`config.mk`:
```
export PLATFORM = sky130hd
export DESIGN_NAME = calendar_datetime_arith
export DESIGN_NICKNAME = d
export VERILOG_FILES = /design/src/cda_pkg.sv /design/src/cda_day_index.sv /design/src/calendar_datetime_arith.sv
export VERILOG_INCLUDE_DIRS = /design/src /design/src/src
export SDC_FILE = /design/constraint.sdc
export NUM_CORES = 2
export LEC_CHECK = 0
export ABC_AREA = 1
export BUFFER_PORTS_ARGS = -buffer_cell sky130_fd_sc_hd__buf_2
export CAP_MARGIN = 20
export CORE_ASPECT_RATIO = 1.1
export CORE_MARGIN = 2
export CORE_UTILIZATION = 23
export DETAILED_ROUTE_END_ITERATION = 16
export PLACE_DENSITY = 0.39
export SETUP_SLACK_MARGIN = 0.4
export SYNTH_ARGS = -nofsm -noshare
export SYNTH_HDL_FRONTEND = slang
export SYNTH_SLANG_ARGS = --single-unit
```
`constraint.sdc`:
```
create_clock -name clk -period 12.7 [get_ports clk]
set_input_delay 1.27 -clock clk [delete_from_list [all_inputs] [get_ports clk]]
set_output_delay 1.27 -clock clk [all_outputs]
set_load 0.1 [all_outputs]
```
`src/calendar_datetime_arith_defines.svh`:
```
// Assertion helpers shared by the date-time arithmetic block.
// Both expect clk and rst_n in the enclosing module.
`ifndef CALENDAR_DATETIME_ARITH_DEFINES_SVH
`define CALENDAR_DATETIME_ARITH_DEFINES_SVH

// Same-cycle implication.
`define CDA_ASSERT_IMP(label, ante, cons) \
  label: assert property (@(posedge clk) disable iff (!rst_n) (ante) |-> (cons)) \
    else $error("cda: same-cycle check failed");

// Next-cycle implication.
`define CDA_ASSERT_NXT(label, ante, cons) \
  label: assert property (@(posedge clk) disable iff (!rst_n) (ante) |=> (cons)) \
    else $error("cda: next-cycle check failed");

`endif

```
`src/cda_pkg.sv`:
```
package cda_pkg;

  typedef enum logic [1:0] {
    MODE_DIFF = 2'd0,
    MODE_ADD  = 2'd1,
    MODE_SUB  = 2'd2,
    MODE_NONE = 2'd3
  } cda_mode_t;

  // Per-stage advance strobes of the day-index front end.
  typedef struct packed {
    logic s1;
    logic s2;
    logic s3;
  } cda_stage_en_t;

  localparam logic [16:0] SECS_PER_DAY = 17'd86400;
  localparam logic [17:0] SECS_TWO_DAYS = 18'd172800;
  localparam logic [11:0] SECS_PER_HOUR = 12'd3600;
  localparam logic [5:0]  SECS_PER_MIN = 6'd60;
  localparam logic [17:0] DAYS_400Y = 18'd146097;
  localparam logic [15:0] DAYS_100Y = 16'd36524;
  localparam logic [10:0] DAYS_4Y = 11'd1461;
  localparam logic [8:0]  DAYS_1Y = 9'd365;
  localparam logic [14:0] YEAR_SHIFT = 15'd399;
  localparam logic [21:0] MAX_OUT_DAYS = 22'h3FFFFF;
  // Day index of 0001-01-01 and of 10000-01-01.
  localparam logic [22:0] IDX_LO = 23'd146097;
  localparam logic [22:0] IDX_HI = 23'd3798156;

  // Scaled reciprocals for constant division.
  localparam logic [11:0] RECIP25_S16 = 12'd2622;
  localparam logic [15:0] RECIP25_S20 = 16'd41944;
  localparam logic [16:0] RECIP3600_S28 = 17'd74566;
  localparam logic [14:0] RECIP400Y_S32 = 15'd29398;  // floor, needs one correction
  localparam logic [14:0] RECIP60_S20 = 15'd17477;
  localparam logic [17:0] RECIP1461_S28 = 18'd183735;

  // Days in a common year before the first of month m (1 to 12).
  function automatic logic [8:0] cum_days(input logic [3:0] m);
    logic [8:0] d;
    case (m)
      4'd2:    d = 9'd31;
      4'd3:    d = 9'd59;
      4'd4:    d = 9'd90;
      4'd5:    d = 9'd120;
      4'd6:    d = 9'd151;
      4'd7:    d = 9'd181;
      4'd8:    d = 9'd212;
      4'd9:    d = 9'd243;
      4'd10:   d = 9'd273;
      4'd11:   d = 9'd304;
      4'd12:   d = 9'd334;
      default: d = 9'd0;
    endcase
    return d;
  endfunction

endpackage

```
`src/cda_day_index.sv`:
```
module cda_day_index (
  input  logic                   clk,
  input  cda_pkg::cda_stage_en_t en,
  input  logic [13:0]            year,
  input  logic [3:0]             month,
  input  logic [4:0]             day,
  input  logic [16:0]            secs,
  output logic [22:0]            idx,
  output logic [16:0]            sec
);

  logic [3:0]  mon_nxt;
  logic [14:0] yp_nxt;
  logic [14:0] yp_r;
  logic [23:0] q25p_r;
  logic [13:0] y_r;
  logic [29:0] yq_r;
  logic [3:0]  mon1_r;
  logic [4:0]  day1_r;
  logic [16:0] sec1_r;

  logic [7:0]  q100;
  logic [9:0]  y25;
  logic        div25;
  logic        leap_nxt;
  logic [22:0] base_nxt;
  logic [22:0] base_r;
  logic        leap_r;
  logic [3:0]  mon2_r;
  logic [4:0]  day2_r;
  logic [16:0] sec2_r;

  logic        over;
  logic [23:0] idx_nxt;
  logic [16:0] sec_nxt;
  logic [22:0] idx_r;
  logic [16:0] sec_r;

  // Stage 1: clamp month, shift year, reciprocal products for /100 and %25.
  always_comb begin
    if (month == 4'd0) begin
      mon_nxt = 4'd1;
    end else if (month > 4'd12) begin
      mon_nxt = 4'd12;
    end else begin
      mon_nxt = month;
    end
    yp_nxt = {1'b0, year} + cda_pkg::YEAR_SHIFT;
  end

  always_ff @(posedge clk) begin
    if (en.s1) begin
      yp_r   <= yp_nxt;
      q25p_r <= 24'(yp_nxt[14:2]) * 24'(cda_pkg::RECIP25_S16);
      y_r    <= year;
      yq_r   <= 30'(year) * 30'(cda_pkg::RECIP25_S20);
      mon1_r <= mon_nxt;
      day1_r <= day;
      sec1_r <= secs;
    end
  end

  // Stage 2: day count of whole years, leap flag of the given year.
  always_comb begin
    q100  = q25p_r[23:16];
    y25   = yq_r[29:20];
    div25 = (y_r == 14'(14'(y25) * 14'd25));
    leap_nxt = (y_r[1:0] == 2'd0) && (!div25 || (y_r[3:0] == 4'd0));
    base_nxt = 23'(23'(yp_r) * 23'(cda_pkg::DAYS_1Y) + 23'(yp_r[14:2])
                   - 23'(q100) + 23'(q100[7:2]));
  end

  always_ff @(posedge clk) begin
    if (en.s2) begin
      base_r <= base_nxt;
      leap_r <= leap_nxt;
      mon2_r <= mon1_r;
      day2_r <= day1_r;
      sec2_r <= sec1_r;
    end
  end

  // Stage 3: add month and day offsets, fold a full day of seconds.
  always_comb begin
    over = (sec2_r >= cda_pkg::SECS_PER_DAY);
    idx_nxt = 24'(base_r) + 24'(cda_pkg::cum_days(mon2_r))
              + 24'((mon2_r > 4'd2) && leap_r) + 24'(day2_r) + 24'(over) - 24'd1;
    sec_nxt = over ? 17'(sec2_r - cda_pkg::SECS_PER_DAY) : sec2_r;
  end

  always_ff @(posedge clk) begin
    if (en.s3) begin
      idx_r <= idx_nxt[22:0];
      sec_r <= sec_nxt;
    end
  end

  assign idx = idx_r;
  assign sec = sec_r;

endmodule

```
`src/calendar_datetime_arith.sv`:
```
// Throughput: one request per cycle unless a stalled output fills the
// pipeline; thirteen register stages of constant reciprocal multiplies
// and compares, each stage with its own valid bit.
// A stalled output holds; empty stages upstream still take requests.
// Reset (rst_n low, synchronous) clears the stage valid bits only.
`include "calendar_datetime_arith_defines.svh"

module calendar_datetime_arith (
  input  logic         clk,
  input  logic         rst_n,
  input  logic         in_tvalid,
  output logic         in_tready,
  // a_year, a_month, a_day, a_secs, b_year, b_month, b_day, b_secs, span_days, pad
  input  logic [103:0] in_tdata,
  // mode
  input  logic [1:0]   in_tuser,
  output logic         out_tvalid,
  input  logic         out_tready,
  // out_days, out_year, out_month, out_day, out_hour, out_minute, out_second, pad
  output logic [63:0]  out_tdata,
  // out_of_range
  output logic [0:0]   out_tuser
);

  typedef struct packed {
    logic        diff;
    logic        oor;
    logic [21:0] days;
    logic [4:0]  hour;
    logic [5:0]  minute;
    logic [5:0]  second;
  } cda_pass_t;

  logic [12:0] stage_en;
  logic [12:0] vld_r;
  logic [12:0] vld_nxt;
  cda_pkg::cda_stage_en_t idx_en;

  logic [22:0] ida;
  logic [22:0] idb;
  logic [16:0] sa;
  logic [16:0] sb;

  cda_pkg::cda_mode_t mode1_r, mode2_r, mode3_r, mode4_r;
  logic [21:0] span1_r, span2_r, span3_r;
  logic [16:0] bs1_r, bs2_r, bs3_r;

  // stage 4
  logic [17:0] add_sum;
  logic [1:0]  add_cy;
  logic [18:0] sub_dif;
  logic [1:0]  sub_bw;
  logic [24:0] t_nxt;
  logic [16:0] ts_nxt;
  logic [23:0] dd4_r;
  logic [17:0] ds4_r;
  logic [24:0] t4_r;
  logic [16:0] ts4_r;

  // stage 5
  logic               neg;
  logic signed [23:0] dm;
  logic signed [17:0] sm;
  logic               t_oor;
  cda_pass_t          pass5_nxt;
  logic [16:0]        sec5_nxt;
  cda_pass_t          pass5_r, pass6_r, pass7_r, pass8_r, pass9_r, pass10_r;
  cda_pass_t          pass11_r, pass12_r;
  logic [16:0]        sec5_r, sec6_r;
  logic [21:0]        n5_r, n6_r;

  // stages 6 to 12
  logic [33:0] hp6_r;
  logic [36:0] qp6_r;
  logic [4:0]  h7_nxt;
  logic [4:0]  qe7_nxt;
  logic [22:0] r7_full;
  cda_pass_t   pass7_nxt;
  logic [11:0] rem7_r, rem8_r;
  logic [4:0]  qe7_r;
  logic [18:0] r7_r;
  logic        ge8;
  logic [4:0]  q8_r, q9_r, q10_r, q11_r;
  logic [17:0] r8_r;
  logic [26:0] mp8_r;
  logic [5:0]  min9_nxt;
  logic [1:0]  c9_nxt;
  cda_pass_t   pass9_nxt;
  logic [1:0]  c9_r, c10_r, c11_r;
  logic [15:0] r9_r, r10_r;
  logic [33:0] q4p10_r;
  logic [4:0]  q4_nxt;
  logic [4:0]  q4_11_r;
  logic [10:0] r11_r;
  logic [1:0]  y1_nxt;
  logic [8:0]  doy12_r;
  logic [13:0] year12_r;
  logic        leap12_r;

  // stage 13
  logic [3:0]  mon_nxt;
  logic [9:0]  thr;
  logic [9:0]  off;
  logic [4:0]  dom_nxt;
  logic [63:0] tdata_nxt;
  logic [63:0] tdata_r;
  logic        tuser_r;

  // Stage enables: a stage advances when empty or when its successor advances.
  always_comb begin
    stage_en[12] = !vld_r[12] || out_tready;
    for (int k = 11; k >= 0; k--) begin
      stage_en[k] = !vld_r[k] || stage_en[k+1];
    end
    vld_nxt[0] = stage_en[0] ? in_tvalid : vld_r[0];
    for (int k = 1; k < 13; k++) begin
      vld_nxt[k] = stage_en[k] ? vld_r[k-1] : vld_r[k];
    end
  end

  always_ff @(posedge clk) begin
    if (!rst_n) begin
      vld_r <= '0;
    end else begin
      vld_r <= vld_nxt;
    end
  end

  assign in_tready = stage_en[0];
  assign idx_en = '{s1: stage_en[0], s2: stage_en[1], s3: stage_en[2]};

  cda_day_index u_idx_a (
    .clk   (clk),
    .en    (idx_en),
    .year  (in_tdata[13:0]),
    .month (in_tdata[17:14]),
    .day   (in_tdata[22:18]),
    .secs  (in_tdata[39:23]),
    .idx   (ida),
    .sec   (sa)
  );

  cda_day_index u_idx_b (
    .clk   (clk),
    .en    (idx_en),
    .year  (in_tdata[53:40]),
    .month (in_tdata[57:54]),
    .day   (in_tdata[62:58]),
    .secs  (in_tdata[79:63]),
    .idx   (idb),
    .sec   (sb)
  );

  always_ff @(posedge clk) begin
    if (stage_en[0]) begin
      mode1_r <= cda_pkg::cda_mode_t'(in_tuser);
      span1_r <= in_tdata[101:80];
      bs1_r   <= in_tdata[79:63];
    end
    if (stage_en[1]) begin
      mode2_r <= mode1_r;
      span2_r <= span1_r;
      bs2_r   <= bs1_r;
    end
    if (stage_en[2]) begin
      mode3_r <= mode2_r;
      span3_r <= span2_r;
      bs3_r   <= bs2_r;
    end
  end

  // Stage 4: raw differences, and the shifted day with second carry or borrow.
  always_comb begin
    add_sum = {1'b0, sa} + {1'b0, bs3_r};
    if (add_sum >= cda_pkg::SECS_TWO_DAYS) begin
      add_cy = 2'd2;
    end else if (add_sum >= 18'(cda_pkg::SECS_PER_DAY)) begin
      add_cy = 2'd1;
    end else begin
      add_cy = 2'd0;
    end
    sub_dif = {2'b0, sa} - {2'b0, bs3_r};
    if ($signed(sub_dif) < -19'sd86400) begin
      sub_bw = 2'd2;
    end else if ($signed(sub_dif) < 19'sd0) begin
      sub_bw = 2'd1;
    end else begin
      sub_bw = 2'd0;
    end
    if (mode3_r == cda_pkg::MODE_ADD) begin
      t_nxt  = 25'(ida) + 25'(span3_r) + 25'(add_cy);
      ts_nxt = 17'(add_sum - 18'(add_cy) * 18'(cda_pkg::SECS_PER_DAY));
    end else begin
      t_nxt  = 25'(ida) - 25'(span3_r) - 25'(sub_bw);
      ts_nxt = 17'(sub_dif + 19'(sub_bw) * 19'(cda_pkg::SECS_PER_DAY));
    end
  end

  always_ff @(posedge clk) begin
    if (stage_en[3]) begin
      mode4_r <= mode3_r;
      dd4_r   <= 24'(ida) - 24'(idb);
      ds4_r   <= 18'(sa) - 18'(sb);
      t4_r    <= t_nxt;
      ts4_r   <= ts_nxt;
    end
  end

  // Stage 5: order the difference, range-check the shifted day.
  always_comb begin
    neg = ($signed(dd4_r) < 24'sd0) || ((dd4_r == '0) && ($signed(ds4_r) < 18'sd0));
    dm  = neg ? -$signed(dd4_r) : $signed(dd4_r);
    sm  = neg ? -$signed(ds4_r) : $signed(ds4_r);
    if (sm < 18'sd0) begin
      sm = sm + 18'sd86400;
      dm = dm - 24'sd1;
    end
    t_oor = ($signed(t4_r) < $signed({2'b0, cda_pkg::IDX_LO}))
         || ($signed(t4_r) >= $signed({2'b0, cda_pkg::IDX_HI}));
    pass5_nxt = '0;
    sec5_nxt  = '0;
    unique case (mode4_r) inside
      cda_pkg::MODE_DIFF: begin
        pass5_nxt.diff = 1'b1;
        pass5_nxt.days = (dm > 24'sd4194303) ? cda_pkg::MAX_OUT_DAYS : 22'(dm);
        sec5_nxt = 17'(sm);
      end
      cda_pkg::MODE_ADD, cda_pkg::MODE_SUB: begin
        pass5_nxt.oor = t_oor;
        sec5_nxt = ts4_r;
      end
      default: begin
        pass5_nxt.oor = 1'b1;
      end
    endcase
  end

  always_ff @(posedge clk) begin
    if (stage_en[4]) begin
      pass5_r <= pass5_nxt;
      sec5_r  <= sec5_nxt;
      n5_r    <= 22'(t4_r - 25'(cda_pkg::IDX_LO));
    end
  end

  // Stage 6: reciprocal products for hours and 400-year cycles.
  always_ff @(posedge clk) begin
    if (stage_en[5]) begin
      pass6_r <= pass5_r;
      sec6_r  <= sec5_r;
      n6_r    <= n5_r;
      hp6_r   <= 34'(sec5_r) * 34'(cda_pkg::RECIP3600_S28);
      qp6_r   <= 37'(n5_r) * 37'(cda_pkg::RECIP400Y_S32);
    end
  end

  // Stage 7: hour, seconds within the hour, estimated cycle remainder.
  always_comb begin
    h7_nxt  = hp6_r[32:28];
    qe7_nxt = qp6_r[36:32];
    r7_full = 23'(n6_r) - 23'(qe7_nxt) * 23'(cda_pkg::DAYS_400Y);
    pass7_nxt = pass6_r;
    pass7_nxt.hour = h7_nxt;
  end

  always_ff @(posedge clk) begin
    if (stage_en[6]) begin
      pass7_r <= pass7_nxt;
      rem7_r  <= 12'(sec6_r - 17'(17'(h7_nxt) * 17'(cda_pkg::SECS_PER_HOUR)));
      qe7_r   <= qe7_nxt;
      r7_r    <= r7_full[18:0];
    end
  end

  // Stage 8: correct the low estimate, minute product.
  always_comb begin
    ge8 = (r7_r >= 19'(cda_pkg::DAYS_400Y));
  end

  always_ff @(posedge clk) begin
    if (stage_en[7]) begin
      pass8_r <= pass7_r;
      q8_r    <= qe7_r + 5'(ge8);
      r8_r    <= ge8 ? 18'(r7_r - 19'(cda_pkg::DAYS_400Y)) : r7_r[17:0];
      rem8_r  <= rem7_r;
      mp8_r   <= 27'(rem7_r) * 27'(cda_pkg::RECIP60_S20);
    end
  end

  // Stage 9: minute and second; century within the cycle.
  always_comb begin
    min9_nxt = mp8_r[25:20];
    if (r8_r >= 18'(3 * cda_pkg::DAYS_100Y)) begin
      c9_nxt = 2'd3;
    end else if (r8_r >= 18'(2 * cda_pkg::DAYS_100Y)) begin
      c9_nxt = 2'd2;
    end else if (r8_r >= 18'(cda_pkg::DAYS_100Y)) begin
      c9_nxt = 2'd1;
    end else begin
      c9_nxt = 2'd0;
    end
    pass9_nxt = pass8_r;
    pass9_nxt.minute = min9_nxt;
    pass9_nxt.second = 6'(rem8_r - 12'(12'(min9_nxt) * 12'(cda_pkg::SECS_PER_MIN)));
  end

  always_ff @(posedge clk) begin
    if (stage_en[8]) begin
      pass9_r <= pass9_nxt;
      q9_r    <= q8_r;
      c9_r    <= c9_nxt;
      r9_r    <= 16'(r8_r - 18'(c9_nxt) * 18'(cda_pkg::DAYS_100Y));
    end
  end

  // Stage 10: four-year block product.
  always_ff @(posedge clk) begin
    if (stage_en[9]) begin
      pass10_r <= pass9_r;
      q10_r    <= q9_r;
      c10_r    <= c9_r;
      r10_r    <= r9_r;
      q4p10_r  <= 34'(r9_r) * 34'(cda_pkg::RECIP1461_S28);
    end
  end

  // Stage 11: four-year block and day within it.
  always_comb begin
    q4_nxt = q4p10_r[32:28];
  end

  always_ff @(posedge clk) begin
    if (stage_en[10]) begin
      pass11_r <= pass10_r;
      q11_r    <= q10_r;
      c11_r    <= c10_r;
      q4_11_r  <= q4_nxt;
      r11_r    <= 11'(r10_r - 16'(16'(q4_nxt) * 16'(cda_pkg::DAYS_4Y)));
    end
  end

  // Stage 12: year within the block, day of year, full year and leap flag.
  always_comb begin
    if (r11_r >= 11'(3 * cda_pkg::DAYS_1Y)) begin
      y1_nxt = 2'd3;
    end else if (r11_r >= 11'(2 * cda_pkg::DAYS_1Y)) begin
      y1_nxt = 2'd2;
    end else if (r11_r >= 11'(cda_pkg::DAYS_1Y)) begin
      y1_nxt = 2'd1;
    end else begin
      y1_nxt = 2'd0;
    end
  end

  always_ff @(posedge clk) begin
    if (stage_en[11]) begin
      pass12_r <= pass11_r;
      doy12_r  <= 9'(r11_r - 11'(11'(y1_nxt) * 11'(cda_pkg::DAYS_1Y)));
      year12_r <= 14'(14'(q11_r) * 14'd400 + 14'(c11_r) * 14'd100
                      + 14'(q4_11_r) * 14'd4 + 14'(y1_nxt) + 14'd1);
      // the century year of a block is leap only in the last century
      leap12_r <= (y1_nxt == 2'd3) && ((q4_11_r != 5'd24) || (c11_r == 2'd3));
    end
  end

  // Stage 13: month search, then pack the result.
  always_comb begin
    mon_nxt = 4'd1;
    for (int k = 2; k <= 12; k++) begin
      thr = 10'(cda_pkg::cum_days(4'(k))) + 10'((k > 2) && leap12_r);
      if (10'(doy12_r) >= thr) begin
        mon_nxt = 4'(k);
      end
    end
    off = 10'(cda_pkg::cum_days(mon_nxt)) + 10'((mon_nxt > 4'd2) && leap12_r);
    dom_nxt = 5'(10'(doy12_r) - off + 10'd1);

    tdata_nxt = '0;
    if (!pass12_r.oor) begin
      tdata_nxt[21:0]  = pass12_r.days;
      tdata_nxt[49:45] = pass12_r.hour;
      tdata_nxt[55:50] = pass12_r.minute;
      tdata_nxt[61:56] = pass12_r.second;
      if (!pass12_r.diff) begin
        tdata_nxt[35:22] = year12_r;
        tdata_nxt[39:36] = mon_nxt;
        tdata_nxt[44:40] = dom_nxt;
      end
    end
  end

  always_ff @(posedge clk) begin
    if (stage_en[12]) begin
      tdata_r <= tdata_nxt;
      tuser_r <= pass12_r.oor;
    end
  end

  assign out_tvalid = vld_r[12];
  assign out_tdata  = tdata_r;
  assign out_tuser  = tuser_r;

  `CDA_ASSERT_IMP(a_oor_clears_fields, out_tvalid && out_tuser[0], out_tdata == '0)
  `CDA_ASSERT_IMP(a_time_in_bounds, out_tvalid,
                  (out_tdata[49:45] <= 5'd23) && (out_tdata[55:50] <= 6'd59)
                  && (out_tdata[61:56] <= 6'd59))
  `CDA_ASSERT_IMP(a_date_excludes_days, out_tvalid && (out_tdata[35:22] != '0),
                  (out_tdata[21:0] == '0) && (out_tdata[39:36] != '0)
                  && (out_tdata[44:40] != '0))
  `CDA_ASSERT_IMP(a_empty_output_ready, !out_tvalid, in_tready)
  `CDA_ASSERT_NXT(a_request_enters, in_tvalid && in_tready, vld_r[0])

endmodule
```
# --- Yosys cells after proc, flatten, opt, wreduce, memory -nomap -nowiden ---
# Memories as Yosys holds them, arrays and structs flattened. A register that Yosys moved wholly into a read port is not among the register bits.
# Cells that the tools add are included.
# Widths: inputs -> output; s select.
op_classes:
  add_sub_neg: 60
  n_mul: 22
  div: 0
  n_lt_le_gt_ge: 35
  eq_ne: 8
  shifts: 0
  mux: 38
  bitwise_logic: 0
  reduce_logical: 52
op_table:
  columns: ["op", "n"]
  rows:
  - ["$add 23x1->23", 4]
  - ["$mux 17", 4]
  - ["$mux 4", 14]
  - ["$ge 18x17->1 const B", 3]
  - ["$lt 18x1->1 const B", 3]
  - ["$mul 14x13->27 const B", 2]
  - ["$mux 24", 2]
  - ["$add 23x13->23", 2]
  - ["$add 23x5->23", 2]
  - ["$add 23x6->23", 2]
  - ["$add 23x9->23", 2]
  - ["$mul 13x11->23 const B", 2]
  - ["$mul 15x9->23 const B", 2]
  - ["$sub 23x1->23 const B", 2]
  - ["$sub 23x8->23", 2]
  - ["$add 8x1->9 const A", 4]
  - ["$ge 9x9->1", 4]
  - ["$mul 22x14->36 const B", 1]
  - ["$mux 18", 2]
  - ["$sub 17x17->18", 2]
  - ["$ge 17x17->1 const B", 2]
  - ["$pmux 17 s2", 1]
  - ["$sub 17x17->17 const B", 2]
  - ["$mul 16x18->33 const B", 1]
  - ["76 further kinds", 148]
word_totals:
  register_bits: 1261
  latch_bits: 0
  ram_bits: 0
  romBits: 432
  input_bits: 110
  out_inout_bits: 67
  wordCells: 341
  memories: 3
mem_list:
  columns: ["memory", "depth", "width", "read_ports", "rd_clocked_by_memory_dff", "wr", "line", "source"]
  rows:
  - ["(no name shown)", 16, 9, 1, 0, 0, "cda_pkg.sv:42", "case (m)"]
  - ["(no name shown)", 16, 9, 1, 1, 0, "cda_pkg.sv:42", null]
  - ["(no name shown)", 16, 9, 1, 1, 0, "cda_pkg.sv:42", null]

# --- Depth between registers and ports, before layout ---
logic_depth:
  ltp_word: 17
  ltp_mapped: 39
  ltp_nobuf: 38

# --- Modules after synthesis ---
# From an unflattened synthesis, not the netlist that was laid out.
hier_totals:
  cells_unflattened: 9868
  area_unflattened_um2: 98944.9
by_module_without_submodules:
  columns: ["module", "n_inst", "cells_each", "area_each_um2", "seq_area_each_um2"]
  rows:
  - ["calendar_datetime_arith", 1, 5651, 58830.2, 23862.9]
  - ["cda_day_index (u_idx_b)", 1, 2123, 20145.6, 5074.9]
  - ["cda_day_index (u_idx_a)", 1, 2094, 19969.2, 5074.9]

# --- Worst setup path before layout ---
# No wires, ideal clock.
synth_timing:
  path_kind: "input port to output port"
  startpoint: "input out_tready"
  endpoint: "output in_tready"
  arrival_ps: 10609
  path_slack_ps: 821
  stages: 14
  path_buffers: 0
  path_cell_list: "nor2_2 -> nand2_2 -> nor2_4 -> nand2_2 -> nor2_4 -> nand2_2 -> nor2_4 -> nand2_2 -> nor2_4 -> nand2_2 -> nor2_4 -> nand2_2 -> inv_1 -> nand2_1"
synth_between:
  elab_chain_cells: 13
synth_rtl:
  columns: ["element", "line", "source"]
  rows:
  - ["start: declaration", "calendar_datetime_arith.sv:18", "input logic out_tready,"]
  - ["$logic_or 1x1->1", "calendar_datetime_arith.sv:111", "stage_en[12] = !vld_r[12] || out_tready;"]
  - ["$logic_or 1x1->1", "calendar_datetime_arith.sv:113", "stage_en[k] = !vld_r[k] || stage_en[k+1];"]
  - ["net stage_en[11]", "calendar_datetime_arith.sv:34", "logic [12:0] stage_en;"]
  - ["$logic_or 1x1->1 (2 in series)", "calendar_datetime_arith.sv:113", null]
  - ["net stage_en[9]", "calendar_datetime_arith.sv:34", null]
  - ["$logic_or 1x1->1 (2 in series)", "calendar_datetime_arith.sv:113", null]
  - ["net stage_en[7]", "calendar_datetime_arith.sv:34", null]
  - ["$logic_or 1x1->1 (2 in series)", "calendar_datetime_arith.sv:113", null]
  - ["net stage_en[5]", "calendar_datetime_arith.sv:34", null]
  - ["$logic_or 1x1->1 (2 in series)", "calendar_datetime_arith.sv:113", null]
  - ["net stage_en[3]", "calendar_datetime_arith.sv:34", null]
  - ["$logic_or 1x1->1 (3 in series)", "calendar_datetime_arith.sv:113", null]
  - ["end: declaration", "calendar_datetime_arith.sv:12", "output logic in_tready,"]
# The timed path passes the listed nets, and every way through them passes these cells.

# --- Final worst setup path ---
layout_timing:
  startpoint: "input in_tdata[42]"
  endpoint: "register u_idx_b.q25p_r[22], data pin"
layout_between:
  elab_chain_cells: 2
layout_rtl:
  columns: ["element", "line", "source"]
  rows:
  - ["start: declaration", "calendar_datetime_arith.sv:14", "input logic [103:0] in_tdata,"]
  - ["$add 14x9->15", "cda_day_index.sv:48", "yp_nxt = {1'b0, year} + cda_pkg::YEAR_SHIFT;"]
  - ["net u_idx_b.yp_nxt[12]", "cda_day_index.sv:13", "logic [14:0] yp_nxt;"]
  - ["$mul 13x11->23", "cda_day_index.sv:54", "q25p_r <= 24'(yp_nxt[14:2]) * 24'(cda_pkg::RECIP25_S16);"]
  - ["end signal: assignment", "cda_day_index.sv:54", null]
  - ["end: declaration", "cda_day_index.sv:15", "logic [23:0] q25p_r;"]
# The timed path passes the listed nets, and every way through them passes these cells.
# A chain may end at the register's enable or synchronous reset.

==> metrics.cfg <==
[cts]
hold_buffers = 0
postCtsResizedCells = 0
post_cts_buffers = 0
clk_latency_ns = 0.81
clock-sinks = 1101
tritoncts = built
cts_buffers = 148
cts-root-buf = clkbuf_16
htreeDepth = 4
clk_pin_slew_ns = 0.06
cts.path.max_buffers = 4

[setup_path]
cp_slowest_cell = xor2_1
cp_max_fo = 7
worstPathArrival_ns = 8.08
max_stage_delay_ns = 0.64
worstSetupEndpointType = flip-flop
cpMostUsedCell = inv_1
crit_type = in2reg
critPathLaunchType = input port
reg2regPathDepth = 23
worstPathRequired_ns = 13.23

[timing]
tns_ns = 0
worst_pin_slew_ns = 1.07
timing.fmax_mhz = 132
slew_headroom_pct = 27.9
whs_ns = 0.393
setup_viol = 0
period_share_pct = 59.4
finalHoldViolCount = 0
drv_slew = 0
finClkSkew_ns = 0.0470
min_period_ns = 7.55
rsz0062_at_grt = false

[drt]
vias = 60436
ant_nets = 0
drt_iter0_markers = 2416
dr.pass1.iters = 5
viasPerCell = 4.03
wl_per_cell_um = 14.5
drcViolationCount = 0
drt-total-wl_um = 217000

[yosys]
syn_area_um2 = 94800
syn_inst = 9125
yosysTopAreaCell = edfxtp_1
synthArstFlopShare_pct = 0
synth_warnings = 0
synth_edf_count = 1070
yosysTopAreaCellShare_pct = 33.9
synthFlopType = edfxtp_1
ys_seq_elements = 1101
synth_seq_area_share_pct = 34.6
avgSynthCellArea_um2 = 10.4
synth.distinct_cells = 68
synth_area_leaders = edfxtp_1, ha_1, fa_1

[floorplanning]
ios = 177
die_h_um = 677
die_area_um2 = 417000
row_count = 247
initial_core_util_pct = 23.1
die_w_um = 616
core-area_um2 = 411000

[final_layout]
layout_common_cells = inv_1, ha_1, edfxtp_1
regArea_um2 = 32800
final_common_cell = inv_1
multi_input_area_um2 = 53800
final_util_pct = 26.1
synthToLayoutAreaGrowth_pct = 13.2
fin_nets = 11855
drive_above_1_share_pct = 5.46
fill_cells = 43370

[grt]
grt_pass1_vias = 65018
grt-ovfl-total = 0
grt_usage_pct = 10.5
antenna_found_initial = 22
grt_max_degree = 92
grt_pass1_wl_um = 352000

[placement]
place_congestion = 0.842
hpwl_um = 179000
port_buffers = 172

[hold_path]
hp-class = reg2reg
min_path_cells = 0

[run_status]
status = completed

[job]
maxCapViolCount = 0

==> layout make-up <==
class	instances	share of cell area, %
Antenna cell	2	0.00467
Timing Repair Buffer	200	1.00
Clock buffer	176	3.63
Multi-Input combinational cell	5849	50.1
Sequential cell	1101	30.5
Inverter	2118	7.42
Tap cell	5478	6.39
Clock inverter	77	0.866
==> sequential cells by signal (all words and copies together) (netlist names), 18 cells and up, named ones only <==
signal and count:
out_tdata 62, pass10_r 41, pass11_r 41, pass12_r 41, pass9_r 41, pass7_r 29, pass8_r 29, t4_r 25
dd4_r 24, pass5_r 24, pass6_r 24, u_idx_a.base_r 23, u_idx_a.idx 23, u_idx_b.base_r 23, u_idx_b.idx 23, n5_r 22
span1_r 22, span2_r 22, span3_r 22, n6_r 19, r7_r 19, ds4_r 18, r8_r 18
==> Yosys cell counts (31+ instances only) <==
cell and number:
inv_1 2109, ha_1 1545, edfxtp_1 1070, nand2_1 1000, fa_1 782, a21oi_1 489
nor2_1 446, xor2_1 372, o21ai_0 290, nand3_1 255, xnor2_1 136, nand4_1 70
nor3_1 65, a31oi_1 38, clkbuf_1 33, dfxtp_1 31
==> kinds of logic (layout without fill, tap and decap cells) <==
group,after synthesis,count (layout),synth area share [%]
mux,2,2,0.0211
simple gates,1952,1952,8.74
fa+ha+maj,2327,2327,36.9
other cells,1,4,0.00396
compound gates,1058,1058,6.33
buf+inv,2176,2571,8.72
xor+xnor,508,508,4.70
flops,1101,1101,34.6
==> stage by stage <==
step | instances | instance area [um^2] | setup slack [ns]
floorplan | 9126 | 94800 | 0.821
global route | 15000 | 107000 | 4.59
global placement | 14745 | 102000 | 4.14
finish | 15001 | 107000 | 5.15
CTS | 14999 | 107000 | 4.85
detailed placement | 14746 | 102000 | 4.26
==> critical path: cells and delay by family <==
family / cells / cell delay [ns]
xor gates and xnor gates: 2 / 0.73
and+or+nand+nor: 5 / 0.52
buffers and inverters: 10 / 1.14
adders and majority gates: 7 / 2.94
AOI/OAI and AO/OA: 9 / 1.47
==> per-layer routing <==
| layer | track usage, % | part of all wire [%] |
|---|---|---|
| met3 | 1.23 | 2.7 |
| met4 | 2.58 | 2.4 |
| met1 | 13.2 | 45 |
| met5 | 0 | 0.0051 |
| met2 | 18.9 | 50 |
==> worst paths after layout <==
kind | start | slack (ns) | end
max reg2reg | u_idx_a.sec[10] | 6.00 | t4_r[22]
min reg2reg | pass7_r[18] | 0.39 | pass8_r[18]
min | pass7_r[18] | 0.39 | pass8_r[18]
max | in_tdata[42] | 5.15 | u_idx_b.q25p_r[22]
Power is not shown: default switching activity piles up to over one toggle a cycle in this logic, so the estimate is an artifact.
